===== config.mk =====
export PLATFORM = sky130hd
export DESIGN_NAME = srt_wall
export DESIGN_NICKNAME = d
export VERILOG_FILES = /design/src/sv/srt_pkg.sv /design/src/sv/srt_wall.sv
export SDC_FILE = /design/constraint.sdc
export NUM_CORES = 2
export LEC_CHECK = 0
export ABC_AREA = 1
export BUFFER_PORTS_ARGS = -buffer_cell sky130_fd_sc_hd__buf_2
export CORE_ASPECT_RATIO = 2
export CORE_MARGIN = 2
export CORE_UTILIZATION = 32
export CTS_CLUSTER_SIZE = 12
export DETAILED_ROUTE_END_ITERATION = 6
export HOLD_SLACK_MARGIN = 0.08
export PLACE_DENSITY_LB_ADDON = 0.08
export SLEW_MARGIN = 20
export SYNTH_ARGS = -nofsm -noshare
export SYNTH_HDL_FRONTEND = slang
export SYNTH_SLANG_ARGS = --single-unit

===== constraint.sdc =====
create_clock -name clk_i -period 10.2 [get_ports clk_i]
set_input_delay 1.02 -clock clk_i [delete_from_list [all_inputs] [get_ports clk_i]]
set_output_delay 1.02 -clock clk_i [all_outputs]
set_load 0.005 [all_outputs]

===== src/sv/srt_pkg.sv =====
// ----------------------------------------------------------------------------
// srt_pkg
// Shared widths, region limits, wedge constants and wall breakpoint tables.
// ----------------------------------------------------------------------------
package srt_pkg;

  localparam int FRAC_BITS_DEF = 4;
  localparam int COORD_W       = 19;
  localparam int CMP_W         = 24;
  localparam int WALL_W        = 28;
  localparam int PROD_W        = 2 * WALL_W;
  localparam int WEDGE_W       = 40;
  localparam int WIDE_W        = 64;

  // region limits, whole millimetres
  localparam int Z_MAX     = 7811;
  localparam int X_LIM_A   = -2049;
  localparam int X_LIM_B   = -5890;
  localparam int X_LIM_C   = -9125;
  localparam int Z_MIN_MID = 3769;
  localparam int Z_LO_FAR  = 3775;
  localparam int Z_HI_FAR  = 6800;
  localparam int C1_Z      = 4535;
  localparam int C1_X      = -3243;
  localparam int C1_AX     = 2345;
  localparam int C1_BZ     = 4520;
  localparam int C1_R      = 2970;
  localparam int C2_Z      = 4469;
  localparam int C2_X      = -2752;
  localparam int C2_AX     = 2135;
  localparam int C2_BZ     = 4295;
  localparam int C2_R      = 1585;
  localparam int W_Z       = 4469;
  localparam int W_X       = -3100;
  localparam int W_Z0      = 450;
  localparam int Y_LIM     = 1000;

  // wedge: cos, sin, gap/tilt (all /2^16), tan(tilt/2) (/2^24)
  localparam int WEDGE_COS   = 37590;
  localparam int WEDGE_SIN   = 53684;
  localparam int WEDGE_D     = 21487475;
  localparam int WEDGE_TAN   = 511858;
  localparam int WEDGE_SHIFT = 40;

  localparam int WALL_TOP = 0;
  localparam int WALL_BOT = 1;
  localparam int WALL_LFT = 2;
  localparam int WALL_RGT = 3;

  // breakpoints in 0.1 mm, z ascending
  localparam int TOP_Z [14] = '{42891, 46103, 47552, 48908, 49509, 50492, 51600,
                                52583, 53422, 54445, 55084, 55377, 55708, 55873};
  localparam int TOP_X [14] = '{-8856, -8856, -9357, -9798, -10159, -10922, -11744,
                                -12852, -13837, -15444, -16613, -17672, -19144, -20491};
  localparam int BOT_Z [24] = '{29682, 43885, 43893, 46714, 49894, 50966, 52939,
                                55185, 57232, 59162, 62228, 64193, 66380, 67294,
                                69317, 70934, 72221, 73655, 75031, 76057, 77275,
                                77636, 78100, 78107};
  localparam int BOT_X [24] = '{9288, 9293, 9619, 9619, 9310, 9154, 8773, 7961,
                                7191, 6390, 4844, 3408, 1858, 1094, -961, -2764,
                                -4578, -6801, -9419, -11854, -15571, -17175,
                                -20993, -25942};
  localparam int LFT_Z [9]  = '{37690, 44440, 54660, 54686, 55178, 55427, 55542,
                                55708, 55853};
  localparam int LFT_X [9]  = '{-58900, -39500, -33300, -26723, -25201, -24886,
                                -24115, -23473, -21775};
  localparam int RGT_Z [6]  = '{68090, 75020, 76641, 77391, 77868, 78107};
  localparam int RGT_X [6]  = '{-58960, -39600, -33327, -30874, -28490, -25942};

  typedef struct packed {
    logic z_bad;
    logic x_a;
    logic x_b;
    logic x_c;
    logic x_far;
    logic z_lt_mid;
    logic z_out_far;
    logic c1_en;
    logic c2_en;
    logic w_en;
    logic y_big;
  } srt_flags_t;

  function automatic int wall_n(input int w);
    case (w)
      WALL_TOP: return 14;
      WALL_BOT: return 24;
      WALL_LFT: return 9;
      default:  return 6;
    endcase
  endfunction

  function automatic logic wall_below(input int w);
    return (w == WALL_TOP) || (w == WALL_RGT);
  endfunction

  function automatic int wall_z(input int w, input int i);
    case (w)
      WALL_TOP: return TOP_Z[i];
      WALL_BOT: return BOT_Z[i];
      WALL_LFT: return LFT_Z[i];
      default:  return RGT_Z[i];
    endcase
  endfunction

  function automatic int wall_x(input int w, input int i);
    case (w)
      WALL_TOP: return TOP_X[i];
      WALL_BOT: return BOT_X[i];
      WALL_LFT: return LFT_X[i];
      default:  return RGT_X[i];
    endcase
  endfunction

endpackage


===== src/sv/srt_wall.sv =====
// ----------------------------------------------------------------------------
// srt_wall
// Three-stage wall test: segment select, cross products, sign decision.
// ----------------------------------------------------------------------------
module srt_wall #(
  parameter int Wall = srt_pkg::WALL_TOP,
  parameter int Frac = srt_pkg::FRAC_BITS_DEF
) (
  input  logic                               clk_i,
  input  logic signed [srt_pkg::WALL_W-1:0]  x10_i,
  input  logic signed [srt_pkg::WALL_W-1:0]  z10_i,
  output logic                               hit_o
);
  import srt_pkg::*;

  localparam int   N     = wall_n(Wall);
  localparam int   NS    = N - 1;
  localparam logic Below = wall_below(Wall);

  function automatic logic signed [WALL_W-1:0] scale(input int v);
    return WALL_W'(v) <<< Frac;
  endfunction

  logic [NS-1:0] seg_hit;
  logic signed [WALL_W-1:0] u_d, v_d, dz_d, dx_d;
  logic signed [WALL_W-1:0] u_q, v_q, dz_q, dx_q;
  logic in1_q, in2_q;
  logic signed [PROD_W-1:0] p1_q, p2_q;
  logic signed [PROD_W-1:0] diff;

  for (genvar i = 0; i < NS; i++) begin : g_seg
    localparam logic signed [WALL_W-1:0] ZA = scale(wall_z(Wall, i));
    localparam logic signed [WALL_W-1:0] ZB = scale(wall_z(Wall, i + 1));
    if (i == NS - 1) begin : g_last
      assign seg_hit[i] = (z10_i >= ZA) && (z10_i <= ZB);
    end else begin : g_mid
      assign seg_hit[i] = (z10_i >= ZA) && (z10_i < ZB);
    end
  end

  always_comb begin
    u_d  = '0;
    v_d  = '0;
    dz_d = '0;
    dx_d = '0;
    for (int i = 0; i < NS; i++) begin
      if (seg_hit[i]) begin
        u_d  = u_d  | (x10_i - scale(wall_x(Wall, i)));
        v_d  = v_d  | (z10_i - scale(wall_z(Wall, i)));
        dz_d = dz_d | (scale(wall_z(Wall, i + 1)) - scale(wall_z(Wall, i)));
        dx_d = dx_d | (scale(wall_x(Wall, i + 1)) - scale(wall_x(Wall, i)));
      end
    end
  end

  assign diff = p1_q - p2_q;

  always_ff @(posedge clk_i) begin
    u_q   <= u_d;
    v_q   <= v_d;
    dz_q  <= dz_d;
    dx_q  <= dx_d;
    in1_q <= |seg_hit;
    p1_q  <= u_q * dz_q;
    p2_q  <= dx_q * v_q;
    in2_q <= in1_q;
    hit_o <= in2_q && (Below ? (diff <= 0) : (diff >= 0));
  end

endmodule

# Word level (Yosys, flattened, before mapping)
# Index checks and enable logic that the tools add are counted.
totals:
  register_bits: 227
  latchBits: 0
  ramBits: 0
  rom_bits: 0
  inputBits: 57
  output_inout_bits: 1
  wordCells: 257
  n_memories: 0
classes:
  n_addsub: 53
  n_mul: 2
  div_mod_pow: 0
  magnitude_cmp: 27
  n_eq_ne: 0
  shift: 0
  muxes: 103
  bitwise: 48
  reduce_logical: 15
ops:
  columns: ["cell", "count"]
  rows:
  - ["28-bit two-way mux", 52]
  - ["28-bit subtractor", 52]
  - ["28-bit bitwise OR", 48]
  - ["24-bit two-way mux", 51]
  - ["28-bit by 21-bit >= comparator with 1-bit output, second input constant", 13]
  - ["28-bit by 21-bit less-than comparator with 1-bit output, second input constant", 12]
  - ["28-bit by 28-bit multiplier with 56-bit output", 2]
  - ["56-bit by 1-bit <= comparator with 1-bit output, second input constant", 1]
  - ["56-bit subtractor", 1]
  - ["28-bit by 21-bit <= comparator with 1-bit output, second input constant", 1]
  - ["1-bit logical AND", 14]
  - ["13-bit OR reduction", 1]

# Depth between registers and ports, before layout
logic_depth:
  word_depth: 29
  ltp_mapped: 30
  depth_no_buf: 28

# Worst setup path before layout
# OpenSTA, ideal clock, no wires.
synth_timing:
  kind: "register -> register"
  start: "register dx_q[26]"
  end: "register p2_q[51]"
  setup_time_ns: 0.138
  t_arrival_ns: 7.768
  required_ns: 10.062
  path_slack_ns: 2.293
  path_stages_with_launch: 26
  path_buffers: 2
  synth_period_minus_slack_ns: 7.907
  path_cell_list: "dfxtp_1 > clkbuf_1 > clkbuf_1 > nand2_1 > inv_1 > fa_1 > inv_1 > fa_1 > fa_1 > inv_1 > fa_1 > inv_1 > fa_1 > fa_1 > fa_1 > inv_1 > ha_1 > ha_1 > nand2_1 > nor2_1 > inv_1 > nor4_1 > nand4_1 > nand3_1 > a211oi_2 > xor2_1"
synth_between:
  elab_chain_cells: 1
synth_lines:
  columns: ["item", "line", "source"]
  rows:
  - ["start: declaration", "srt_wall.sv:26", "logic signed [WALL_W-1:0] u_q, v_q, dz_q, dx_q;"]
  - ["start signal: assignment", "srt_wall.sv:62", "dx_q <= dx_d;"]
  - ["28-bit by 28-bit multiplier with 56-bit output", "srt_wall.sv:65", "p2_q <= dx_q * v_q;"]
  - ["end signal: assignment", "srt_wall.sv:65", null]
  - ["end: declaration", "srt_wall.sv:28", "logic signed [PROD_W-1:0] p1_q, p2_q;"]
# Every way passes these cells.

# Final worst setup path
layout_timing:
  start: "register v_q[1]"
  end: "register p2_q[52]"
layout_between:
  elab_chain_cells: 1
layout_lines:
  columns: ["item", "line", "source"]
  rows:
  - ["start: declaration", "srt_wall.sv:26", null]
  - ["start signal: assignment", "srt_wall.sv:60", "v_q <= v_d;"]
  - ["28-bit by 28-bit multiplier with 56-bit output", "srt_wall.sv:65", null]
# Every way passes these cells.

==> summary.txt <==
Worst hold path
  – Worst Hold Depth: 0
  – Hold path start: in1_q
  – HP Class: flop to flop
  – Worst hold path endpoint: in2_q

Placement
  – RD Place Congestion: 1.05
  – PortBufs: 57
  – Post-DP HPWL: ~170000 microns

Finish
  – Area Growth Syn to Fin: 5.65%
  – Nets: 8074
  – Share of post-route cells with drive strength above 1: 0.0425
  – Register Area: between 3000 and 4000 sq um
  – Number of fillers in the final layout: 16807
  – Footprint of the multi-input gates: 38100 sq um

Logic synthesis
  – Syn avg cell area: 7.10 sq um
  – Synth unique cells: 64
  – Syn nets: 8179
  – Top-count cell post-synth: nand2_1
  – Yosys warns: 0
  – EDFF count, synth: 0
  – Top_reg_cell synth: dfxtp_1
  – Register bit total from synthesis: 187
  – Fraction of registers with async set/reset: 0
  – Synth area leader: fa_1
  – Most frequent cells after synthesis: nand2_1, inv_1, fa_1, ha_1, nor2_1
  – Post-Syn Area: roughly 49000 sq um
  – Post-synth top area share: 0.302
  – Synth Instances: ~7000
  – Sequential area share after synthesis: 0.0762
  – Synth top area cells: fa_1, nand2_1, inv_1, ha_1, dfxtp_1

Timing
  – Final setup vio count: 0
  – Fin crit period: 8.32 ns
  – RSZ-0062 raised after global routing: no
  – Final setup skew: 0.0204 ns
  – Slew HR: 0.242
  – Period utilisation layout: 0.816
  – Slew @ Worst Pin: 1.14 ns
  – Final Hold Vio Count: 0
  – Max Clk Rate: about 120 MHz
  – Sum of negative setup slack: 0 ns
  – Max-slew violations: 0

GRT
  – Vias in the first global route: 47505
  – Gr ovfl total: 0
  – First-pass GRT wire length: 303000 microns
  – Initial antenna violation count: 2
  – GRT Resource Usage Total: 0.267
  – Largest net degree at the start of global routing: 29

Drt
  – DR iter-0 viols: around 2300
  – Drt first pass iters: 5
  – Final wirelength: 206000 microns
  – Post-route DRC: 0
  – Vias per inst: between 4 and 5
  – Number of routed nets with antenna violations: 0
  – WL per Instance: around 23 microns
  – Total number of vias: ~43000

Clock network
  – H-Tree Depth: 4
  – Clock Sink Count: between 150 and 200
  – Clk slew on worst S/H paths: around 0.09 ns
  – CTS Buffer Depth: 2
  – Postcts setup bufs: 0
  – CTS tree: yes
  – CTS root buf: clkbuf_16
  – Cts bufs inserted: 17
  – Post-CTS sizing: 0
  – Cts hold-fix bufs: 0
  – Worst skew pair latency: 0.52 ns

Setup path
  – RR Startpoint: v_q[1]
  – R2R setup slack: 1.88 ns
  – Worst Reg-to-Reg Cells: 24
  – CP max stage delay: 0.81 ns
  – Crit Path Category: flop to flop
  – CP required: 10.59 ns
  – Crit-path max FO: 12
  – Data arrival, critical path: a little under 9 ns
  – Most frequent CP cell: fa_1
  – Crit path launch: v_q[1]
  – Crit-path cells: nand2_1, inv_1, fa_1, inv_1, fa_1, fa_1, inv_1, fa_1, buf_4, inv_1, fa_1, fa_1, fa_1, inv_1, ha_1, ha_1, a21oi_1, inv_1, a31oi_1, o21ai_0, a31oi_1, nand3_1, a211oi_2, o21ai_0
  – Worst path slowest cell: fa_1
  – Critical R2R Capture: p2_q[52]
  – Crit end category: flop
  – Crit start category: flop

Job
  – Max Cap Violations: 0

Floorplan
  – Chip height: between 500 and 600 microns
  – CORE AREA: around 150000 sq um
  – Die X: approximately 280 microns
  – I/O pins: 58
  – Die area: about 160000 sq um
  – Initial core utilization: 0.322
  – Row cnt: 203

Run status
  – Status: complete, no violations
logic make-up (layout without fill, tap and decap cells):
| kind of cell | count (synthesis) | count (layout) | synth area share |
|---|---|---|---|
| fa+ha+maj | 1201 | 1201 | 0.419 |
| compound gates | 667 | 667 | 0.0782 |
| buf+inv | 1878 | 1786 | 0.148 |
| other cells | 0 | 2 | 0 |
| simple gates | 2688 | 2688 | 0.226 |
| xor+xnor | 300 | 300 | 0.0535 |
| flops | 187 | 187 | 0.0762 |
through the flow:
step           hold WS (ns)  cells  utilization  cell area, sq um  worst slack [ns]
2_1_floorplan         0.310   6921            -             49100              2.29
3_3_place_gp          0.313   8847        0.336             51300              1.76
3_5_place_dp          0.324   8847        0.336             51300              1.83
4_1_cts               0.347   8879        0.340             51900              1.78
5_1_grt               0.353   8880        0.340             51900              1.35
6_report              0.342   8881        0.340             51900              1.88
critical path, delay by kind of cell, from the launching register on:
family / cells / cell delay [ns]
compound gates: 6 / 1.38
fa+ha+maj: 9 / 4.61
buf+inv: 7 / 1.19
simple gates: 2 / 0.40
flops: 1 / 0.60
worst max-delay path by stage:
| stage | end | slack (ns) | depth (start not counted) |
|---|---|---|---|
| floorplan | p2_q[51] | 2.29 | 25 |
| global placement | p2_q[54] | 1.76 | 24 |
| detailed placement | p2_q[52] | 1.83 | 24 |
| CTS | p2_q[52] | 1.78 | 24 |
| global route | p2_q[52] | 1.35 | 23 |
| finish | p2_q[52] | 1.88 | 24 |
metal layers:
layer / up-vias / routed length (microns) / GRT usage
met1: 21157 / 65500 / 0.239
met3: 555 / 5630 / 0.0236
met5: - / 0 / 0
li1: 20560 / - / -
met4: 0 / 19300 / 0.209
met2: 1134 / 115000 / 0.537
sequential cells by signal (all words and copies together) (netlist names):
signal / cells
in2_q: 1
dx_q: 12
in1_q: 1
p2_q: 52
u_q: 28
v_q: 28
hit_o: 1
dz_q: 12
p1_q: 52
cell usage in the layout, fill, tap and decap left out, types with 31 or more instances in the layout:
| cell | n |
|---|---|
| nand4_1 | 74 |
| xor2_1 | 263 |
| nor2_1 | 447 |
| fa_1 | 740 |
| xnor2_1 | 37 |
| a31oi_1 | 46 |
| nor3_1 | 52 |
| o21ai_1 | 42 |
| buf_2 | 57 |
| nand2_1 | 1783 |
| nand2_2 | 31 |
| inv_2 | 38 |
| nand3_1 | 216 |
| a21oi_1 | 250 |
| ha_1 | 461 |
| buf_4 | 42 |
| o21ai_0 | 174 |
| o211ai_1 | 31 |
| inv_1 | 1608 |
| dfxtp_1 | 184 |
area by class of cell:
| class | count | share of cell area |
|---|---|---|
| Antenna cell | 2 | 0.0000964 |
| Clock buffer | 17 | 0.00820 |
| Clock inverter | 15 | 0.00352 |
| Inverter | 1654 | 0.120 |
| Multi-Input combinational cell | 4856 | 0.735 |
| Sequential cell | 187 | 0.0722 |
| Tap cell | 2050 | 0.0494 |
| Timing Repair Buffer | 100 | 0.0120 |
Power is left out: the tool's default activity adds up to more than one toggle a clock period on the data nets, which glitch-free logic cannot reach.
